$ cat config.mk
export PLATFORM = sky130hd
export DESIGN_NAME = msam_ctrl
export DESIGN_NICKNAME = d
export VERILOG_FILES = /design/src/rtl/msam_pkg.sv /design/src/rtl/msam_ctrl.sv
export SDC_FILE = /design/constraint.sdc
export NUM_CORES = 1
export LEC_CHECK = 0
export ABC_AREA = 0
export BUFFER_PORTS_ARGS = -buffer_cell sky130_fd_sc_hd__buf_2
export CAP_MARGIN = 25
export CORE_AREA = 2 2 39 41
export DETAILED_ROUTE_END_ITERATION = 10
export DIE_AREA = 0 0 41 43
export GPL_TIMING_DRIVEN = 0
export PLACE_DENSITY = 0.65
export SETUP_SLACK_MARGIN = 0.5
export SYNTH_ARGS = -nofsm -noshare
export SYNTH_HDL_FRONTEND = slang
export SYNTH_SLANG_ARGS = --single-unit
$ cat constraint.sdc
create_clock -name clk -period 2.9 [get_ports clk]
set_input_delay 0.58 -clock clk [delete_from_list [all_inputs] [get_ports clk]]
set_output_delay 0.58 -clock clk [all_outputs]
set_load 0.05 [all_outputs]
$ cat src/rtl/msam_pkg.sv
// Shared types, codes and constants of the multi-source audio mixer.
package msam_pkg;

  localparam int NUM_SLOTS  = 4;
  localparam int SLOT_W     = 2;
  localparam int SAMPLE_W   = 16;
  localparam int GAIN_W     = 9;
  localparam int MASTER_W   = 7;
  localparam int PAUSE_W    = 4;
  localparam int FREE_W     = 10;
  localparam int KIND_W     = 3;
  localparam int CFG_IDX_W  = 3;
  localparam int CFG_DATA_W = 9;
  localparam int IN_DATA_W  = 24;
  localparam int OUT_DATA_W = 32;

  localparam logic [KIND_W-1:0] KIND_WRITE  = 3'd0;
  localparam logic [KIND_W-1:0] KIND_MIX    = 3'd1;
  localparam logic [KIND_W-1:0] KIND_OPEN   = 3'd2;
  localparam logic [KIND_W-1:0] KIND_CLOSE  = 3'd3;
  localparam logic [KIND_W-1:0] KIND_FINISH = 3'd4;

  localparam logic [CFG_IDX_W-1:0] CFG_MASTER = 3'd0;
  localparam logic [CFG_IDX_W-1:0] CFG_GAIN0  = 3'd1;
  localparam logic [CFG_IDX_W-1:0] CFG_GAIN1  = 3'd2;
  localparam logic [CFG_IDX_W-1:0] CFG_GAIN2  = 3'd3;
  localparam logic [CFG_IDX_W-1:0] CFG_GAIN3  = 3'd4;
  localparam logic [CFG_IDX_W-1:0] CFG_PAUSED = 3'd5;

  localparam logic [MASTER_W-1:0] MASTER_RESET = 7'd80;
  localparam logic [MASTER_W-1:0] MASTER_FULL  = 7'd100;
  localparam logic [GAIN_W-1:0]   GAIN_UNITY   = 9'd256;
  localparam logic [FREE_W-1:0]   FREE_MAX     = 10'd1023;

  localparam logic signed [18:0] SUM_MAX = 19'sd32767;
  localparam logic signed [18:0] SUM_MIN = -19'sd32768;
  localparam logic signed [SAMPLE_W-1:0] SAT_MAX = 16'sh7fff;
  localparam logic signed [SAMPLE_W-1:0] SAT_MIN = 16'sh8000;

  // Division by one hundred: floor(a * RECIP_100 / 2^RECIP_SHIFT) is low by at most one.
  localparam logic [15:0] RECIP_100   = 16'd41943;
  localparam int          RECIP_SHIFT = 22;
  localparam logic [21:0] PCT_DIV     = 22'd100;

  typedef enum logic [3:0] {
    S_IDLE,
    S_DECODE,
    S_MIX_CHK,
    S_MIX_MUL,
    S_MIX_ACC,
    S_MST_MUL,
    S_MST_REC,
    S_MST_FIX,
    S_REPORT
  } state_t;

  typedef struct packed {
    logic latch;
    logic exec;
    logic walk;
    logic sel_inc;
    logic mix_issue;
    logic mix_mul;
    logic mix_acc;
    logic mst_mul;
    logic mst_rec;
    logic mst_fix;
    logic load_out;
  } cmd_t;

  typedef struct packed {
    logic is_mix;
    logic eligible;
    logic last_sel;
    logic master_scale;
    logic out_free;
  } sts_t;

endpackage

$ cat src/rtl/msam_ctrl.sv
// Controller state machine of the mixer: sequences each word through the datapath.
module msam_ctrl import msam_pkg::*; (
  input  logic clk,
  input  logic rst_n,
  input  logic in_tvalid,
  output logic in_tready,
  input  sts_t sts,
  output cmd_t cmd
);

  state_t state_r, state_nxt;

  always_ff @(posedge clk) begin
    if (!rst_n) begin
      state_r <= S_IDLE;
    end else begin
      state_r <= state_nxt;
    end
  end

  always_comb begin
    state_nxt = state_r;
    cmd       = '0;
    in_tready = 1'b0;
    case (state_r)
      S_IDLE: begin
        in_tready = 1'b1;
        if (in_tvalid) begin
          cmd.latch = 1'b1;
          state_nxt = S_DECODE;
        end
      end
      S_DECODE: begin
        if (sts.is_mix) begin
          state_nxt = S_MIX_CHK;
        end else begin
          cmd.exec  = 1'b1;
          state_nxt = S_REPORT;
        end
      end
      S_MIX_CHK: begin
        cmd.walk = 1'b1;
        if (sts.eligible) begin
          cmd.mix_issue = 1'b1;
          state_nxt     = S_MIX_MUL;
        end else if (sts.last_sel) begin
          state_nxt = sts.master_scale ? S_MST_MUL : S_REPORT;
        end else begin
          cmd.sel_inc = 1'b1;
        end
      end
      S_MIX_MUL: begin
        cmd.walk    = 1'b1;
        cmd.mix_mul = 1'b1;
        state_nxt   = S_MIX_ACC;
      end
      S_MIX_ACC: begin
        cmd.walk    = 1'b1;
        cmd.mix_acc = 1'b1;
        if (sts.last_sel) begin
          state_nxt = sts.master_scale ? S_MST_MUL : S_REPORT;
        end else begin
          cmd.sel_inc = 1'b1;
          state_nxt   = S_MIX_CHK;
        end
      end
      S_MST_MUL: begin
        cmd.mst_mul = 1'b1;
        state_nxt   = S_MST_REC;
      end
      S_MST_REC: begin
        cmd.mst_rec = 1'b1;
        state_nxt   = S_MST_FIX;
      end
      S_MST_FIX: begin
        cmd.mst_fix = 1'b1;
        state_nxt   = S_REPORT;
      end
      S_REPORT: begin
        if (sts.out_free) begin
          cmd.load_out = 1'b1;
          state_nxt    = S_IDLE;
        end
      end
      default: begin
        state_nxt = S_IDLE;
      end
    endcase
  end

endmodule

==> After elaboration in Yosys (flattened, before gate mapping) <==
Index checks and enable logic that the tools add are counted.
{ "totals": {"reg_bits": 4, "input_bits": 8, "output_inout_bits": 12, "word_cells": 41} }
{ "op_classes": {"n_eq_ne": 11, "n_mux": 26, "reduce_logical": 3} }
{ "ops": {"columns": ["operator", "n"], "rows": [
  ["case mux 4 bit (9 select lines)", 1],
  ["two-way mux 4 bit", 7],
  ["two-way mux 1 bit", 17],
  ["== test 4 x 3 -> 1 bit, second input constant", 4],
  ["== test 4 x 2 -> 1 bit, second input constant", 2],
  ["== test 4 x 1 -> 1 bit, second input constant", 1],
  ["== test 4 bit, second input constant", 1],
  ["zero test 4 bit", 1],
  ["!= test 2 bit, second input constant", 2],
  ["!= test 3 bit, second input constant", 1],
  ["AND reduction 3 bit", 1],
  ["OR reduction 3 bit", 1],
  ["case mux 1 bit (2 select lines)", 1]
]} }

==> Longest topological paths before layout <==
Gate-level depths: netlist of the first run.
{ "depth": {"depth_word": 4, "depth_mapped": 5, "ltp_nobuf": 4} }

==> Least setup slack after synthesis of the first run <==
No wires, ideal clock.
{ "synth_timing": {"path_kind": "register -> output", "startpoint": "register state_r[2]", "endpoint": "output cmd[10] (netlist name)", "arrival_ps": 2733, "required_time_ps": 2320, "slack_ps": -413, "stages_incl_launch_ff": 4, "path_buffers": 1, "path_cell_list": "dfxtp_1 > clkbuf_1 > nor4_1 > and2_1"} }
{ "synth_lines": {"columns": ["element", "line_no", "source"], "rows": [
  ["start, declared", "msam_ctrl.sv:11", "state_t state_r, state_nxt;"],
  ["start signal, assigned", "msam_ctrl.sv:17", "state_r <= state_nxt;"],
  ["end, declared", "msam_ctrl.sv:8", "output cmd_t cmd"]
]} }

==> results.toml, run 1 <==
[synthesis]
synth_seq_cells = 4
syn-cell-area_um2 = 415
synth_ff_type = "dfxtp_1"
syn_nets = 67
yosys_warnings = 0
synth_cells = 59
netlist.area_leader.share_pct = 19.3
ys_async_sr_fraction_pct = 0
synthTopCellsByArea = "dfxtp_1 (19%), nor2_1 (11%), nand2b_1 (7.5%), a2111oi_4 (6.6%), nor4_1 (4.5%)"
synth_area_per_cell_um2 = 7.04
yosys.area.top_type = "dfxtp_1"
synth-seq-area-share_pct = 19.3
synth_edf_count = 0
synth.distinct_cells = 28

[global_route]
antenna_found_initial = 0
gr-usage-all-layers_pct = 13.0
grt_pass1_vias = 408
grt_pass1_wl_um = 1650
grt_max_degree = 11
grt_overflow = 0

[timing]
tns_ns = 0
max_freq_ghz = 0.435
setup_viol = 0
period_minus_slack_ns = 2.30
clock_skew_ns = 0.00177
finalHoldViolations = 0
slew_violations = 0
grt_setup_unrepaired = "false"
maxSlewHeadroom_pct = 67.7
tightest_slew_ns = 0.485
fin_crit_sh_pct = 79.3

[cts]
clock-root-buffer = "clkbuf_4"
clock_sinks = 4
clk_latency_ns = 0.23
h-tree-depth = 1
clk_pin_slew_ns = 0.04
cts_tree = "done"
cts_made_buffers = 3
clockBufferDepth = 2

[routing]
drc_errors = 0
antenna_left = 0
initialDrtViolationCount = 11
via_per_inst = 5.29
wirelength_um = 1100
drt-wirelength-per-cell_um = 11.3
firstDrtPassIters = 4
num_vias = 513

[setup_path]
crit_slowest_cell = "or3b_4"
critPathBufInv = 2
cp-endpoint = "cmd[7]"
cp_cell_sequence = "buf_2 -> or3b_4 -> a2111oi_4 -> buf_4"
r2r_start = "state_r[0]"
r2r-end = "state_r[1]"
crit_required_ns = 2.32
worst_setup_path_start_kind = "input pin"
cp-startpoint = "sts[3]"
r2r_slack_ns = 1.47
r2r_cells = 4
end_kind = "output pin"
worst-path-max-fanout = 6
critPathArrivalTime_ns = 1.72
worstSetupPathDepth = 4
path_delay_family = "buffers and inverters"
crit_type = "in2out"
cpPeakStageDelay_ns = 0.38

[pwr]
power_density_mw_per_mm2 = 450
leakage_nw = 0.241
finalPower_mw = 0.259
vdd_drop_max_mv = 0.184

[final_layout]
n_fill_cell = 141
layout.nets = 91
top_regs = "state_r: 4 flops"
syn2layout_area_growth_pct = 38.6
largest_register = "state_r"
antenna_cells = 0
drive_above_1_share_pct = 35.8
largest_register_ff_count = 4
stdcell_area_um2 = 576

[placed_design]
hpwl_um = 835
place.gp.congestion = 0.773
numPortBuffers = 19
dpl-instance-area_um2 = 549

[die]
die_w_um = 41
fp-row-count = 14
io_pins = 20
start_util_pct = 30.0
core_area_mm2 = 0.00138
dieArea_mm2 = 0.00176
dieHeight_um = 43

[job]
max-cap-violations = 0

[worst_hold_path]
worstHoldStart = "rst_n"
hold_class = "in2reg"

[outcome]
status = "complete, no violations"
cells by family after synthesis:
logic type | count (synthesis) | synth area share [%]
AND/OR/NAND/NOR | 37 | 49.4
buffers and inverters | 5 | 4.82
multiplexers | 1 | 2.41
flip-flops | 4 | 19.3
AO/OA/AOI/OAI | 12 | 24.1
through the flow:
step	hold WS, ns	std cells	setup slack, ns	util (%)
global route	0.587	97	0.524	41.6
detailed placement	0.679	94	0.540	39.7
global placement	0.684	94	0.536	39.7
CTS	0.585	97	0.504	41.3
finish	0.586	97	0.599	41.6
floorplan	0.650	59	0.193	-
how the worst min path moves through the flow:
stage                  to  slack, ns  cells after the start
3_5_place_dp   state_r[1]       0.68                      2
6_report       state_r[1]       0.59                      2
3_3_place_gp   state_r[1]       0.68                      2
4_1_cts        state_r[1]       0.59                      2
2_1_floorplan  state_r[3]       0.65                      3
5_1_grt        state_r[1]       0.59                      2
where the power goes:
| part | switching (mW) | total, mW | leakage, nW | internal (mW) |
|---|---|---|---|---|
| registers | 0.00926 | 0.0694 | 0.0326 | 0.0601 |
| clock network | 0.0226 | 0.0689 | 0.0138 | 0.0463 |
| logic | 0.0821 | 0.121 | 0.194 | 0.0388 |
| total | 0.114 | 0.259 | 0.241 | 0.145 |
synth_stat cells (all sizes together) (2+ instances only):
| cell type | count |
|---|---|
| nor3 | 3 |
| nand2 | 2 |
| o21a | 2 |
| o21ai | 2 |
| clkbuf | 3 |
| and2 | 2 |
| nand3b | 2 |
| dfxtp | 4 |
| nor2b | 2 |
| or3b | 2 |
| a21oi | 2 |
| nand2b | 5 |
| nor4 | 3 |
| nor2 | 12 |
| a211oi | 2 |
cell type report:
type                    instances  area [µm²]  share of cell area, %
plain buffers                   4        17.5                   3.04
clock buffers                   3        22.5                   3.91
inverters                       1        3.75                  0.652
multi-input cells              50         334                   58.0
flip-flops and latches          4        80.1                   13.9
well taps                      16        20.0                   3.48
repair buffers                 19        97.6                   17.0
timing repair:
item / CTS / global route
gates resized for setup: 0 / 4
hold buffers: 0 / 0
buffers inserted: 0 / 0
endpoints found under the setup margin: 0 / 3
placed cells by master (no fill, tap or decap), drive strengths merged, types with 2 or more instances in the layout:
master	Yosys	layout
buf	1	20
clkbuf	3	6
or3b	2	2
nand2b	5	5
o21a	2	2
a211oi	2	2
nor3	3	3
nor2	12	12
dfxtp	4	4
nand3b	2	2
nand2	2	2
o21ai	2	2
nor2b	2	2
and2	2	2
a21oi	2	2
nor4	3	3
routing by layer:
| metal | routed length (µm) | up-vias | track usage [%] |
|---|---|---|---|
| met4 | 0 | 0 | 4.00 |
| met3 | 96 | 0 | 1.57 |
| li1 | - | 259 | - |
| met2 | 511 | 29 | 20.3 |
| met1 | 487 | 225 | 17.9 |
| met5 | 0 | - | 0 |
Note: power is estimated with default switching activity, not from simulation.
==> run 2: changes to the inputs <==
- clock period: 2.9 -> 2.39 ns (I/O delays scaled with it)
==> results.toml, run 2 (same netlist as run 1, synthesis figures left out) <==
[final_layout]
mostFrequentLayoutCells = "buf_4 (9), nor2_1 (9), buf_2 (8)"
largest_register = "state_r"
layout.nets = 93
drive_above_1_share_pct = 51.8
syn2layout_area_growth_pct = 72.6
stdcell_area_um2 = 717
antenna_cells = 0
fin_cells = 99
top_regs = "state_r: 4 flops"
largest_register_ff_count = 4

[die]
dieArea_mm2 = 0.00176
io_pins = 20
die_w_um = 41
dieHeight_um = 43
core_area_mm2 = 0.00138
start_util_pct = 30.0
fp-row-count = 14

[global_route]
antenna_found_initial = 0
grt_pass1_vias = 446
grt_overflow = 0
gr-usage-all-layers_pct = 14.9
grt_max_degree = 11
grt_pass1_wl_um = 1810

[pwr]
power_switching_mw = 0.150
pwr-share-seq_pct = 23.8
sw_frac_of_total_pct = 42.3
vdd_drop_max_mv = 0.191
leakage_nw = 0.289
power_density_mw_per_mm2 = 493
power_frac_clock_pct = 23.4
pwr-share-comb_pct = 52.9
internal_power_mw = 0.204

[timing]
tightest_slew_ns = 0.294
tns_ns = 0
slew_violations = 0
period_minus_slack_ns = 2.00
grt_setup_unrepaired = "true"
hold_slack_ns = 0.493
setup_viol = 0
maxSlewHeadroom_pct = 80.2
finalHoldViolations = 0
clock_skew_ns = 0.00441
fin_crit_sh_pct = 83.7
max_freq_ghz = 0.500

[routing]
num_vias = 533
via_per_inst = 5.38
antenna_left = 0
initialDrtViolationCount = 10
drt-wirelength-per-cell_um = 12.3
firstDrtPassIters = 4
drc_errors = 0
wirelength_um = 1210

[cts]
clockBufferDepth = 2
clk_pin_slew_ns = 0.04
cts_tree = "done"
clock_sinks = 4
clock-root-buffer = "clkbuf_4"
h-tree-depth = 1
cts_made_buffers = 3
clk_latency_ns = 0.24

[job]
max-cap-violations = 0

[setup_path]
worst-path-max-fanout = 6
critPathArrivalTime_ns = 1.52
end_kind = "output pin"
worst_setup_path_start_kind = "flop"
crit_type = "reg2out"
crit_required_ns = 1.91

[placed_design]
hpwl_um = 899
dp_cells = 94
numPortBuffers = 19
place.gp.congestion = 0.727
dpl-instance-area_um2 = 597

[outcome]
status = "complete, no violations"

[worst_hold_path]
hold_class = "in2reg"
## run 2: cell types whose count changed in the layout (fill, tap and decap cells not counted), moves of 2 or more
| cell | before | now |
|---|---|---|
| nor2_1 | 12 | 9 |
| buf_4 | 1 | 9 |
| clkbuf_1 | 2 | 0 |
| buf_6 | 0 | 6 |
| buf_2 | 19 | 8 |
| nor3_1 | 3 | 1 |
| nor2_2 | 0 | 2 |
| dfxtp_1 | 4 | 1 |
| dfxtp_2 | 0 | 2 |
| nor3_2 | 0 | 2 |
| nor4_2 | 2 | 0 |
| nor4_4 | 0 | 2 |
## run 2: layout make-up
type / instances / area [µm²]
clock buffer: 3 / 22.5
multi-input combinational: 50 / 387
timing repair buffer: 21 / 160
fill: 132 / 667
inverter: 1 / 3.75
sequential: 4 / 86.3
buffer: 4 / 37.5
tap: 16 / 20.0
## run 2: worst max-delay path, cell delays in order (launching register included)
cell	delay, ns
dfxtp_2	0.34
or3b_4	0.39
a2111oi_4	0.34
buf_6	0.21
## run 2: timing repair
item / in CTS / in global routing
pin swaps: 0 / 0
hold buffers: 0 / 0
setup endpoints to repair: 12 / 7
buffers inserted: 2 / 0
gates resized for setup: 27 / 7
## run 2: final timing paths
path | to | startpoint | slack, ns | depth (start not counted)
min | state_r[1] | rst_n | 0.49 | 2
min reg2reg | state_r[1] | state_r[3] | 0.70 | 2
max | cmd[7] | state_r[2] | 0.39 | 3
max reg2reg | state_r[1] | state_r[2] | 1.08 | 3
## run 2: metrics by stage
| stage | power (mW) | util, % | worst slack [ns] |
|---|---|---|---|
| final | 0.354 | 51.8 | 0.389 |
| after global routing | 0.376 | 51.8 | 0.335 |
| after CTS | 0.351 | 50.5 | 0.385 |
| after detailed placement | 0.246 | 43.1 | 0.167 |
| after global placement | 0.245 | 43.1 | 0.184 |
| after floorplan | 0.210 | - | 0.213 |
## run 2: metal layers
| metal | GRT usage [%] | vias to the layer above | share of wire (%) |
|---|---|---|---|
| met4 | 4.00 | 0 | 0 |
| met3 | 4.71 | 0 | 6.3 |
| met1 | 18.8 | 249 | 41 |
| li1 | - | 262 | - |
| met5 | 0 | - | 0 |
| met2 | 23.4 | 22 | 53 |
## run 2: power by group through the flow
stage,sequential (mW),combinational (mW),clock (mW)
finish,0.0840,0.187,0.0826
global route,0.0851,0.198,0.0934
CTS,0.0829,0.183,0.0852
detailed placement,0.0839,0.162,0
global placement,0.0844,0.161,0
floorplan,0.0814,0.129,0
==> run 3: changes to the inputs <==
- PLACE_DENSITY: 0.65 -> 0.67
- clock period: 2.39 -> 1.7 ns (I/O delays scaled with it)
==> results.toml, run 3 (same netlist as run 1, synthesis figures left out) <==
[outcome]
status = "complete, but fails checks"
violations = "negative setup slack"

[routing]
initialDrtViolationCount = 12
firstDrtPassIters = 4
drc_errors = 0
via_per_inst = 5.70
num_vias = 655
wirelength_um = 1980
drt-wirelength-per-cell_um = 17.2
antenna_left = 0

[cts]
clock_sinks = 4
clk_latency_ns = 0.24
clk_pin_slew_ns = 0.05
cts_hold_buf = 0
h-tree-depth = 1
cts_made_buffers = 3
clockBufferDepth = 2
cts_tree = "done"
clock-root-buffer = "clkbuf_4"

[timing]
setup_viol = 11
slew_violations = 0
worst_slack_ns = -0.160
hold_slack_ns = 0.349
finalHoldViolations = 0
period_minus_slack_ns = 1.86
max_freq_ghz = 0.538
fin_crit_sh_pct = 109
maxSlewHeadroom_pct = 77.1
clock_skew_ns = 0.0137
grt_setup_unrepaired = "true"
tightest_slew_ns = 0.342

[global_route]
antenna_found_initial = 0
grt_max_degree = 11
grt_pass1_vias = 590
grt_overflow = 0
gr-usage-all-layers_pct = 21.3
grt_pass1_wl_um = 2570

[final_layout]
top_regs = "state_r: 4 flops"
stdcell_area_mm2 = 0.00110
largest_register = "state_r"
antenna_cells = 0
drive_above_1_share_pct = 74.7
syn2layout_area_growth_pct = 165
largest_register_ff_count = 4
layout.nets = 108
layout_commonest_cell = "buf_4"
mostFrequentLayoutCells = "buf_4 (12), buf_6 (9), buf_8 (8)"
fin_cells = 115

[placed_design]
place.gp.congestion = 0.886
dp_cells = 94
hpwl_um = 960
numPortBuffers = 19
pre_cts_ws_ns = -0.136
dpl-instance-area_um2 = 694

[pwr]
leakage_nw = 0.419
finalPower_mw = 0.685
vdd_drop_max_mv = 0.425
power_density_mw_per_mm2 = 622

[setup_path]
crit_type = "reg2out"
crit_required_ns = 1.36
worst-path-max-fanout = 7
critPathArrivalTime_ns = 1.52
worst_setup_path_start_kind = "flop"
r2r_slack_ns = 0.12
end_kind = "output pin"

[die]
fp-row-count = 14
start_util_pct = 30.0
dieArea_mm2 = 0.00176
dieHeight_um = 43
die_w_um = 41
io_pins = 20
core_area_mm2 = 0.00138

[worst_hold_path]
hold_class = "in2reg"

[job]
max-cap-violations = 0
[run 3: changes by cell type in the layout (fill, tap and decap cells not counted), sizes merged]
cell | previous run | this run
buf | 24 | 37
clkbuf | 4 | 7
[run 3: where the power goes]
part	internal, mW	switching [mW]	leakage, nW	total, mW
clock network	0.0882	0.0426	0.0150	0.131
registers	0.103	0.0163	0.0353	0.119
logic	0.205	0.229	0.369	0.434
total	0.396	0.288	0.419	0.685
[run 3: critical path, cell delays in order (launching register included)]
cell and delay, ns:
dfxtp_4 0.34, buf_4 0.14, clkbuf_16 0.15, nor4_4 0.29, and2_4 0.21, buf_8 0.14
[run 3: per-stage QoR]
stage / utilization [%] / TNS [ns]
finish: 79.5 / -0.936
global route: 79.5 / -1.48
CTS: 70.8 / -0.624
floorplan: - / -0.304
detailed placement: 50.2 / -0.136
global placement: 50.2 / -0.135
[run 3: final cells by class]
cell class | instances | area [µm²]
repair buffers | 36 | 352
flip-flops and latches | 4 | 92.6
inverters | 1 | 3.75
well taps | 16 | 20.0
plain buffers | 4 | 78.8
fillers | 76 | 284
clock buffers | 4 | 26.3
multi-input cells | 50 | 527
[run 3: worst paths after layout]
check | startpoint | end | cells after the start
min | rst_n | state_r[1] | 2
max reg2reg | state_r[2] | state_r[1] | 7
max | state_r[1] | cmd[10] | 5
min reg2reg | state_r[3] | state_r[1] | 2
[run 3: repair_timing]
item	4_1_cts	5_1_grt
buffers inserted	12	5
setup endpoints to repair	14	16
gates resized for setup	44	14
cloned	0	0
pin swaps	11	7
[run 3: routing by layer]
metal | GRT usage (%) | wire (µm)
met1 | 24.8 | 701
met2 | 36.6 | 1100
met3 | 6.28 | 117
met4 | 4.00 | 65
met5 | 0 | 0
